$ cat src/sv/one_touch_window_switch_defines.svh
// ----------------------------------------------------------------------------
// one_touch_window_switch_defines
// Assertion macros shared by the window switch RTL.
// ----------------------------------------------------------------------------
`ifndef ONE_TOUCH_WINDOW_SWITCH_DEFINES_SVH
`define ONE_TOUCH_WINDOW_SWITCH_DEFINES_SVH

// Same-cycle implication, sampled on clk, off during reset.
`define OTWS_ASSERT_NOW(lbl, ante, cons, msg) \
  lbl: assert property (@(posedge clk) disable iff (!rst_n) (ante) |-> (cons)) \
    else $error(msg);

// Next-cycle implication, sampled on clk, off during reset.
`define OTWS_ASSERT_NEXT(lbl, ante, cons, msg) \
  lbl: assert property (@(posedge clk) disable iff (!rst_n) (ante) |=> (cons)) \
    else $error(msg);

`endif

$ cat src/sv/otws_pkg.sv
// ----------------------------------------------------------------------------
// otws_pkg
// Types and constants of the one-touch window switch.
// ----------------------------------------------------------------------------
package otws_pkg;

  localparam int TIME_BITS_DEF = 32;
  localparam logic [31:0] THRESHOLD_RESET = 32'd500000;

  // button codes
  localparam logic [2:0] CMD_GLASS_UP   = 3'd0;
  localparam logic [2:0] CMD_GLASS_DOWN = 3'd1;
  localparam logic [2:0] CMD_SHADE_UP   = 3'd2;
  localparam logic [2:0] CMD_SHADE_DOWN = 3'd3;
  localparam logic [2:0] CMD_CLEAN      = 3'd4;
  localparam logic [2:0] CMD_BRIGHT     = 3'd5;
  localparam logic [2:0] CMD_DRIVE      = 3'd6;
  localparam logic [2:0] CMD_UNUSED     = 3'd7;

  // roof modes
  localparam logic [1:0] MODE_MANUAL = 2'd0;
  localparam logic [1:0] MODE_CLEAN  = 2'd1;
  localparam logic [1:0] MODE_BRIGHT = 2'd2;

  typedef struct packed {
    logic [31:0] time_us;
    logic        level;
    logic [2:0]  command;
  } otws_item_t;

  typedef struct packed {
    logic       drive_active;
    logic [1:0] roof_mode;
    logic       shade_down_on;
    logic       shade_up_on;
    logic       glass_down_on;
    logic       glass_up_on;
  } otws_result_t;

endpackage

$ cat src/sv/otws_in_reg.sv
// ----------------------------------------------------------------------------
// otws_in_reg
// Input register: holds one accepted event until the decoder takes it.
// ----------------------------------------------------------------------------
module otws_in_reg (
  input  logic                 clk,
  input  logic                 rst_n,
  input  logic                 in_valid,
  output logic                 in_ready,
  input  otws_pkg::otws_item_t in_item,
  input  logic                 take,      // decoder consumes held item
  output logic                 item_valid,
  output otws_pkg::otws_item_t item
);
  import otws_pkg::*;

  logic       valid_r;
  otws_item_t item_r;

  // free slot, or slot empties this cycle
  assign in_ready   = !valid_r || take;
  assign item_valid = valid_r;
  assign item       = item_r;

  always_ff @(posedge clk) begin
    if (!rst_n) begin
      valid_r <= 1'b0;
    end else if (in_ready) begin
      valid_r <= in_valid;
    end
  end

  always_ff @(posedge clk) begin
    if (in_valid && in_ready) begin
      item_r <= in_item;
    end
  end

endmodule

$ cat src/sv/otws_ctrl.sv
// ----------------------------------------------------------------------------
// otws_ctrl
// Button state, press timing, motion flags, mode and drive; one event per cycle while fire is high.
// ----------------------------------------------------------------------------
module otws_ctrl #(
  parameter int TIME_BITS = otws_pkg::TIME_BITS_DEF
) (
  input  logic                   clk,
  input  logic                   rst_n,
  input  logic                   cfg_we,
  input  logic [31:0]            cfg_data,
  input  logic                   fire,     // process item this cycle
  input  otws_pkg::otws_item_t   item,
  output otws_pkg::otws_result_t result
);
  import otws_pkg::*;

  localparam int CMP_W = 64;

  logic [6:0]           last_r, last_nxt;
  logic [TIME_BITS-1:0] press_r [4];
  logic [3:0]           flags_r, flags_nxt;
  logic [1:0]           mode_r, mode_nxt;
  logic                 drive_r, drive_nxt;
  logic [31:0]          thr_r;

  logic [7:0]           lv_ext;
  logic                 prev, rise, fall, known, motion;
  logic [1:0]           idx;
  logic [3:0]           own, other;
  logic [63:0]          now_ext;
  logic [TIME_BITS-1:0] now, held;
  logic [CMP_W-1:0]     held_ext, thr_ext;
  logic                 long_press;

  assign lv_ext = {1'b0, last_r};
  assign prev   = lv_ext[item.command];
  assign rise   = item.level && !prev;
  assign fall   = !item.level && prev;
  assign known  = (item.command != CMD_UNUSED);
  assign motion = (item.command <= CMD_SHADE_DOWN);
  assign idx    = item.command[1:0];
  assign own    = 4'b0001 << idx;
  assign other  = 4'b0001 << (idx ^ 2'b01);

  // wrapping press length at TIME_BITS
  assign now_ext    = {32'd0, item.time_us};
  assign now        = now_ext[TIME_BITS-1:0];
  assign held       = now - press_r[idx];
  assign held_ext   = CMP_W'(held);
  assign thr_ext    = CMP_W'(thr_r);
  assign long_press = held_ext > thr_ext;

  always_comb begin
    last_nxt  = last_r;
    flags_nxt = flags_r;
    mode_nxt  = mode_r;
    drive_nxt = drive_r;
    if (known) begin
      last_nxt[item.command] = item.level;
    end
    case (item.command)
      CMD_GLASS_UP, CMD_GLASS_DOWN, CMD_SHADE_UP, CMD_SHADE_DOWN: begin
        mode_nxt = MODE_MANUAL;
        if (rise || (fall && !long_press)) begin
          flags_nxt = (flags_r | own) & ~other;   // start, or one-touch latch
        end else if (fall) begin
          flags_nxt = flags_r & ~own;
        end
      end
      CMD_CLEAN: begin
        if (rise) mode_nxt = MODE_CLEAN;
      end
      CMD_BRIGHT: begin
        if (rise) mode_nxt = MODE_BRIGHT;
      end
      CMD_DRIVE: begin
        if (rise) drive_nxt = 1'b1;
        if (fall) drive_nxt = 1'b0;
      end
      default: ;
    endcase
  end

  always_ff @(posedge clk) begin
    if (!rst_n) begin
      last_r  <= '0;
      flags_r <= '0;
      mode_r  <= MODE_MANUAL;
      drive_r <= 1'b0;
      thr_r   <= THRESHOLD_RESET;
      for (int i = 0; i < 4; i++) begin
        press_r[i] <= '0;
      end
    end else begin
      if (cfg_we) begin
        thr_r <= cfg_data;
      end
      if (fire) begin
        last_r  <= last_nxt;
        flags_r <= flags_nxt;
        mode_r  <= mode_nxt;
        drive_r <= drive_nxt;
        if (motion && rise) begin
          press_r[idx] <= now;
        end
      end
    end
  end

  assign result.glass_up_on   = flags_nxt[0];
  assign result.glass_down_on = flags_nxt[1];
  assign result.shade_up_on   = flags_nxt[2];
  assign result.shade_down_on = flags_nxt[3];
  assign result.roof_mode     = mode_nxt;
  assign result.drive_active  = drive_nxt;

endmodule

$ cat src/sv/otws_out_reg.sv
// ----------------------------------------------------------------------------
// otws_out_reg
// Result register; frees itself whenever the downstream side takes it.
// ----------------------------------------------------------------------------
module otws_out_reg (
  input  logic                   clk,
  input  logic                   rst_n,
  input  logic                   load,
  input  otws_pkg::otws_result_t result,
  output logic                   space,     // may load this cycle
  output logic                   out_valid,
  input  logic                   out_ready,
  output otws_pkg::otws_result_t out_result
);
  import otws_pkg::*;

  logic         valid_r;
  otws_result_t res_r;

  assign space      = !valid_r || out_ready;
  assign out_valid  = valid_r;
  assign out_result = res_r;

  always_ff @(posedge clk) begin
    if (!rst_n) begin
      valid_r <= 1'b0;
    end else if (space) begin
      valid_r <= load;
    end
  end

  always_ff @(posedge clk) begin
    if (load) begin
      res_r <= result;
    end
  end

endmodule

$ cat src/sv/one_touch_window_switch.sv
// ----------------------------------------------------------------------------
// one_touch_window_switch
// Button-event decoder for a glass panel and a shade, with one-touch latch.
// ----------------------------------------------------------------------------
//
//  channel | dir | ports                        | content
//  --------+-----+------------------------------+------------------------------
//  in      | in  | in_tvalid/tready/tdata/tuser | one button change event
//  out     | out | out_tvalid/tready/tdata      | motion, mode and drive flags
//  cfg     | in  | cfg_valid/ready/data         | hold threshold in us
//
//  One result per event. Throughput one transfer per cycle while out_tready
//  keeps up; an accepted event is held in the input register, then decoded
//  into the result register, which drives out_tvalid. Button state updates
//  as the result register loads, so a following event sees it right away.
//  rst_n is synchronous: levels, press times, flags, mode and drive clear,
//  threshold returns to 500000 us.
//  A stalled result register stalls the decoder; the input register still
//  takes one more event if empty, then in_tready drops. cfg_ready is always high.
// ----------------------------------------------------------------------------
`include "one_touch_window_switch_defines.svh"

module one_touch_window_switch #(
  parameter int TIME_BITS = otws_pkg::TIME_BITS_DEF   // press time width, 16..64
) (
  input  logic        clk,
  input  logic        rst_n,
  // event stream
  input  logic        in_tvalid,
  output logic        in_tready,
  input  logic [39:0] in_tdata,   // [0] level, [32:1] time_us, [39:33] zero
  input  logic [2:0]  in_tuser,   // [2:0] command
  // result stream
  output logic        out_tvalid,
  input  logic        out_tready,
  output logic [7:0]  out_tdata,  // [0] glass_up_on, [1] glass_down_on,
                                  // [2] shade_up_on, [3] shade_down_on,
                                  // [5:4] roof_mode, [6] drive_active, [7] zero
  // threshold write
  input  logic        cfg_valid,
  output logic        cfg_ready,
  input  logic [31:0] cfg_data
);
  import otws_pkg::*;

  otws_item_t   in_item, item;
  otws_result_t result, out_result;
  logic         item_valid, space, fire;

  assign in_item.command = in_tuser;
  assign in_item.level   = in_tdata[0];
  assign in_item.time_us = in_tdata[32:1];

  assign cfg_ready = 1'b1;

  // decode happens when an event is held and the result slot is free
  assign fire = item_valid && space;

  otws_in_reg u_in_reg (
    .clk        (clk),
    .rst_n      (rst_n),
    .in_valid   (in_tvalid),
    .in_ready   (in_tready),
    .in_item    (in_item),
    .take       (fire),
    .item_valid (item_valid),
    .item       (item)
  );

  otws_ctrl #(
    .TIME_BITS (TIME_BITS)
  ) u_ctrl (
    .clk      (clk),
    .rst_n    (rst_n),
    .cfg_we   (cfg_valid && cfg_ready),
    .cfg_data (cfg_data),
    .fire     (fire),
    .item     (item),
    .result   (result)
  );

  otws_out_reg u_out_reg (
    .clk        (clk),
    .rst_n      (rst_n),
    .load       (fire),
    .result     (result),
    .space      (space),
    .out_valid  (out_tvalid),
    .out_ready  (out_tready),
    .out_result (out_result)
  );

  assign out_tdata = {1'b0, out_result.drive_active, out_result.roof_mode,
                      out_result.shade_down_on, out_result.shade_up_on,
                      out_result.glass_down_on, out_result.glass_up_on};

  // opposite directions of one panel are never requested together
  `OTWS_ASSERT_NOW(a_glass_excl, out_tvalid, !(out_tdata[0] && out_tdata[1]), "glass both ways")
  `OTWS_ASSERT_NOW(a_shade_excl, out_tvalid, !(out_tdata[2] && out_tdata[3]), "shade both ways")
  // mode code three is never produced
  `OTWS_ASSERT_NOW(a_mode_code, out_tvalid, out_tdata[5:4] != 2'b11, "roof mode out of range")
  // a held event that cannot move on stays held
  `OTWS_ASSERT_NEXT(a_item_held, item_valid && !fire, item_valid, "held event dropped")

endmodule
$ cat config.mk
export PLATFORM = sky130hd
export DESIGN_NAME = one_touch_window_switch
export DESIGN_NICKNAME = d
export VERILOG_FILES = /design/src/sv/otws_pkg.sv /design/src/sv/otws_in_reg.sv /design/src/sv/otws_ctrl.sv /design/src/sv/otws_out_reg.sv /design/src/sv/one_touch_window_switch.sv
export VERILOG_INCLUDE_DIRS = /design/src /design/src/sv
export SDC_FILE = /design/constraint.sdc
export NUM_CORES = 1
export LEC_CHECK = 0
export BUFFER_PORTS_ARGS = -buffer_cell sky130_fd_sc_hd__buf_2
export CORE_MARGIN = 4
export CORE_UTILIZATION = 60
export DETAILED_ROUTE_END_ITERATION = 6
export PLACE_DENSITY = 0.8
export SYNTH_ARGS = -nofsm -noshare
export SYNTH_HDL_FRONTEND = slang
export SYNTH_SLANG_ARGS = --single-unit
$ cat constraint.sdc
create_clock -name clk -period 9.3 [get_ports clk]
set_clock_uncertainty 0.1 [all_clocks]
set_input_delay 0.465 -clock clk [delete_from_list [all_inputs] [get_ports clk]]
set_output_delay 0.465 -clock clk [all_outputs]
set_load 0.005 [all_outputs]
; ---- Word-level counts from Yosys, hierarchy flattened
; Memory sizes are Yosys's and may differ from the RTL's. A register that Yosys moved wholly into a read port is not among the register bits.
; Cells that the tools add are included.
; W data, S select, Z words.
[classes]
addsub = 1
magnitude_cmp = 4
eq_ne = 7
shift = 2
mux = 23
bitwise_logic = 6
reduce_logical = 19
[op_table]
columns = op, count
row1 = $gt A32 B32 Y1, 1
row2 = $mux W32, 1
row3 = $reduce_or A32 Y1, 1
row4 = $sub A32 B32 Y32, 1
row5 = $mux W4, 3
row6 = $mux W1, 11
row7 = $eq A3 B3 Y1 const B, 3
row8 = $and A4 B4 Y4, 2
row9 = $mux W2, 4
row10 = $not A4 Y4, 2
row11 = $shl A1 B2 Y4 const A, 2
row12 = $bwmux W7, 1
row13 = $logic_and A1 B1 Y1, 7
row14 = $eq A3 B2 Y1 const B, 2
row15 = $pmux W2 S3, 1
row16 = $logic_not A1 Y1, 5
row17 = $lt A3 B4 Y1 const B, 1
row18 = $or A4 B4 Y4, 1
row19 = $reduce_or A4 Y1, 1
row20 = $bmux W1 S3, 1
row21 = $demux W1 S3, 1
row22 = $eq A3 B1 Y1 const B, 1
row23 = $ge A3 B1 Y1 const B, 1
row24 = $le A3 B2 Y1 const B, 1
row25 = other kinds (5), 7
[totals]
ff_bits = 91
ramBits = 128
input_bits = 80
out_inout_bits = 11
wordCells = 79
memories = 1
[mem_list]
columns = memory, words, word_bits, rd, rd_clocked_by_memory_dff, wr, line_no
row1 = u_ctrl.press_r, 4, 32, 1, 1, 4, otws_ctrl.sv:21  ; logic [TIME_BITS-1:0] press_r [4];

; ---- Depth between registers and ports, before layout
[depth]
depth_word = 11
ltp_mapped = 24
depth_no_buf = 22

; ---- Cells and area by module
; From an unflattened synthesis, not the netlist that was laid out.
[hier_totals]
hier_cells = 986
hier_area_um2 = 11613.6
[by_module_without_submodules]
columns = module, instances, cells_per_inst, area_each_um2
row1 = otws_ctrl, 1, 929, 10187.3
row2 = otws_in_reg, 1, 41, 1138.6
row3 = otws_out_reg, 1, 11, 259.0
row4 = one_touch_window_switch, 1, 5, 28.8

; ---- Worst setup path before layout
; Ideal clock, no wire load.
[synth_timing]
kind = register -> register
from = register with a tool-made name
to = register u_ctrl.flags_r[2]
setup_time_ps = 277
t_arrival_ps = 4713
setup_slack_ps = 4210
path_stages_with_launch = 23
path_buffers = 2
cell_sequence = dfxtp_1 > clkbuf_1 > buf_2 > mux4_2 > inv_1 > ha_1 > a211o_1 > a21oi_2 > o2111a_1 > a21oi_2 > a221oi_2 > o21ai_1 > nand2_1 > a31oi_1 > xor2_1 > ha_1 > nand4_1 > or4_1 > o211ai_1 > a21o_2 > nand2_1 > xnor2_1 > a211oi_1
[synth_lines]
columns = element, line_no
row1 = to (signal assigned), otws_ctrl.sv:101  ; flags_r <= flags_nxt;
row2 = to (decl), otws_ctrl.sv:22  ; logic [3:0] flags_r, flags_nxt;

==> flow_summary.ini <==
[placement]
place_inst = 1248
portBuffers = 81
place_ws_ps = 3140
dp_hpwl_um = 15200
gp_congestion = 0.907

[global_route]
grt_overflow = 0
grt_max_degree = 64
grt_pass1_vias = 7641
grt_antenna_before_repair = 0
grt_first_pass_wirelength_um = 38700
track_usage = 0.225

[power_and_ir_drop]
power_switching_share = 0.257
total_power_uw = 2540
netSwitchingPower_uw = 653
p_int_uw = 1890
share_seq_of_total_power = 0.448
irDropWorstVdd_mv = 0.165
clock_power_share = 0.379
p_per_area_mw_per_mm2 = 200
combPwrFrac = 0.174
p_leak_uw = 0.00542

[synth]
netlist_top_cells_area = edfxtp_1 (45%), dfxtp_1 (8.8%), ha_1 (7.1%), mux4_2 (6.6%), inv_1 (3.5%)
synth_nets = 1120
synth_top_family_by_area = simple AND/OR/NAND/NOR gates
synth_seq_cells = 221
yosysTopAreaCell = edfxtp_1
syn-cell-area_sq_mm = 0.0113
syn_inst = 975
synth_xor_area_frac = 0.0232
synthSimpleGateAreaFrac = 0.123
netlist.area_leader.share = 0.454
synth.distinct_cells = 61
synth_seq_area_share = 0.542
yosysWarningCount = 0
syn_area_per_cell_sq_um = 11.6
synth-main-ff-cell = edfxtp_1
synth_compound_area_frac = 0.0913
synthMuxAreaShare = 0.0944
async_flop_share = 0
synthAdderAreaFrac = 0.0725
synth_edf_count = 171

[sta]
setup_slack_ps = 3030
fmax_ghz = 0.160
fin_crit_sh = 0.674
finalHoldViolations = 0
period_minus_slack_ps = 6270
max_slew.worst_pin.slew_ps = 1190
tns_ps = 0
rsz0062_at_grt = false
holdWs_ps = 18.8
maxSlewViolCount = 0
setup_viol = 0
slew_headroom = 0.207

[setup_path]
arrival_ps = 6510
start_kind = flop
r2r_cells = 20
critPathSlowestCell = dfxtp_1
worstSetupEndpointType = flop
rrSetupSlack_ps = 3030
r2r_end = u_out_reg.out_result[1]$_DFFE_PP_
worstPathMaxFanout = 21
crit_chain = mux4_2, ha_1, inv_1, fa_1, a211o_1, a21oi_2, o2111a_1, a21oi_2, a221oi_2, o21ai_1, nand2_1, a31oi_1, xor2_1, ha_1, nand4_1, nor4_1, nand2_1, a21oi_1, nand3_1, o221ai_1
max_stage_delay_ps = 1100
cp.required_ps = 9540
timing_worst_setup_path_type = flop to flop

[cts]
cts_tree = built
clkTransAtPathRegs_ps = 60
clock_latency_ps = 520
h-tree-depth = 1
cts_max_path_buffers = 3
clock_sinks = 221
post-cts-setup-buffer-count = 0
root_buffer = clkbuf_16
cts.repair.resized = 0
cts_made_buffers = 24
hold_buffers = 0

[detailed_routing]
drcViolationCount = 0
vias = 7538
drt_first_pass_iters = 5
final_antenna_net_count = 0
vias_per_cell = 5.83
wl_um = 23800
drt_iter0_markers = 549
wl_per_cell_um = 18.4

[floorplan]
rows = 49
die_h_um = 145
chipWidth_um = 145
core_sq_mm = 0.0183
io_pins = 91
start_util = 0.620
dieArea_sq_mm = 0.0211

[min_path]
holdPathStages = 1
min_from = in_tdata[23]
min-delay-path-class = input pin to flop
whs_endpoint = u_in_reg.item[26]$_DFFE_PP_

[layout]
final_cell_mix = edfxtp_1 (171), inv_1 (105), nor2_1 (82), buf_2 (81), nand2_1 (78)
area_growth_pct = 12.2
layout-drive-gt1-share = 0.167
instances_no_fill = 1292
nets = 1190
layout_commonest_cell = edfxtp_1
fillCellCount = 1306
n_antenna_cell = 0

[outcome]
status = finished clean

[run]
cap_viol_max_count = 0
## metrics by stage
step	instance area, sq um	utilization
6_report	12700	0.695
5_1_grt	12700	0.695
4_1_cts	12700	0.695
3_5_place_dp	11900	0.651
3_3_place_gp	11900	0.651
2_1_floorplan	11300	-
## logic make-up after synthesis
kind of cell,count (synthesis)
adder cells (fa/ha/maj),65
buffers and inverters,151
AND/OR/NAND/NOR,287
AO/OA/AOI/OAI,154
other,2
multiplexers,65
XOR/XNOR,30
flip-flops,221
## worst max-delay path by stage
stage	startpoint	end	slack [ps]	cells past startpoint
after detailed placement	flop	u_out_reg.out_result[2]$_DFFE_PP_	3140	21
after global routing	flop	u_out_reg.out_result[1]$_DFFE_PP_	2640	21
after CTS	flop	u_out_reg.out_result[1]$_DFFE_PP_	3060	21
final	flop	u_out_reg.out_result[1]$_DFFE_PP_	3030	20
after floorplan	flop	u_ctrl.flags_r[2]$_SDFFE_PN0P_	4210	22
after global placement	flop	u_out_reg.out_result[1]$_DFFE_PP_	3200	21
## power by group through the flow
stage | Clock [uW] | Combinational, uW | Sequential (uW)
after floorplan | 0 | 340 | 1140
after global placement | 0 | 424 | 1150
after detailed placement | 0 | 434 | 1160
after CTS | 977 | 441 | 1140
after global routing | 1020 | 497 | 1140
final | 961 | 442 | 1140
## cells in the mapped netlist (all sizes together), types with 4 or more instances
cell type,number
edfxtp,171
inv,105
nor2,82
nand2,81
ha,64
dfxtp,50
a21oi,41
nor2b,40
and3,35
mux4,33
mux2i,31
clkbuf,28
o21ai,27
a21o,20
xnor2,20
buf,17
nand3,13
nand4,13
o211ai,10
xor2,10
a31oi,8
o21a,8
a21boi,7
nand2b,7
a211o,5
a211oi,4
a22oi,4
nor3,4
## layout make-up
cell class	count	area, sq um	share of cell area
multi-input combinational	603	4600	0.362
sequential	221	6140	0.483
timing repair buffer	89	465	0.0367
clock buffer	34	699	0.0551
inverter	106	398	0.0313
clock inverter	10	111	0.00877
tap	229	287	0.0226
## worst max-delay path: cells and delay by family (launching register included)
kind                     cells  cell delay (ps)
AO/OA/AOI/OAI                9             2150
AND/OR/NAND/NOR              5             1230
flip-flops                   1             1100
adder cells (fa/ha/maj)      3              890
multiplexers                 1              400
XOR/XNOR                     1              160
buffers and inverters        1               60
## state kept, by name (all words and copies together), names as in the netlist, named ones only
register / flops
u_ctrl.press_r: 128
u_in_reg.item: 36
u_ctrl.thr_r: 32
u_ctrl.last_r: 7
u_out_reg.out_result: 7
u_ctrl.flags_r: 4
u_ctrl.mode_r: 2
u_ctrl.drive_r: 1
u_in_reg.item_valid: 1
u_out_reg.out_valid: 1
## layer usage
metal / GRT usage / vias up / share of wire
met1: 0.305 / 3618 / 0.43
met3: 0.0355 / 47 / 0.055
li1: - / 3632 / -
met2: 0.380 / 241 / 0.49
met4: 0.0670 / 0 / 0.026
met5: 0 / - / 0
Power figures use the tool's default switching activity.
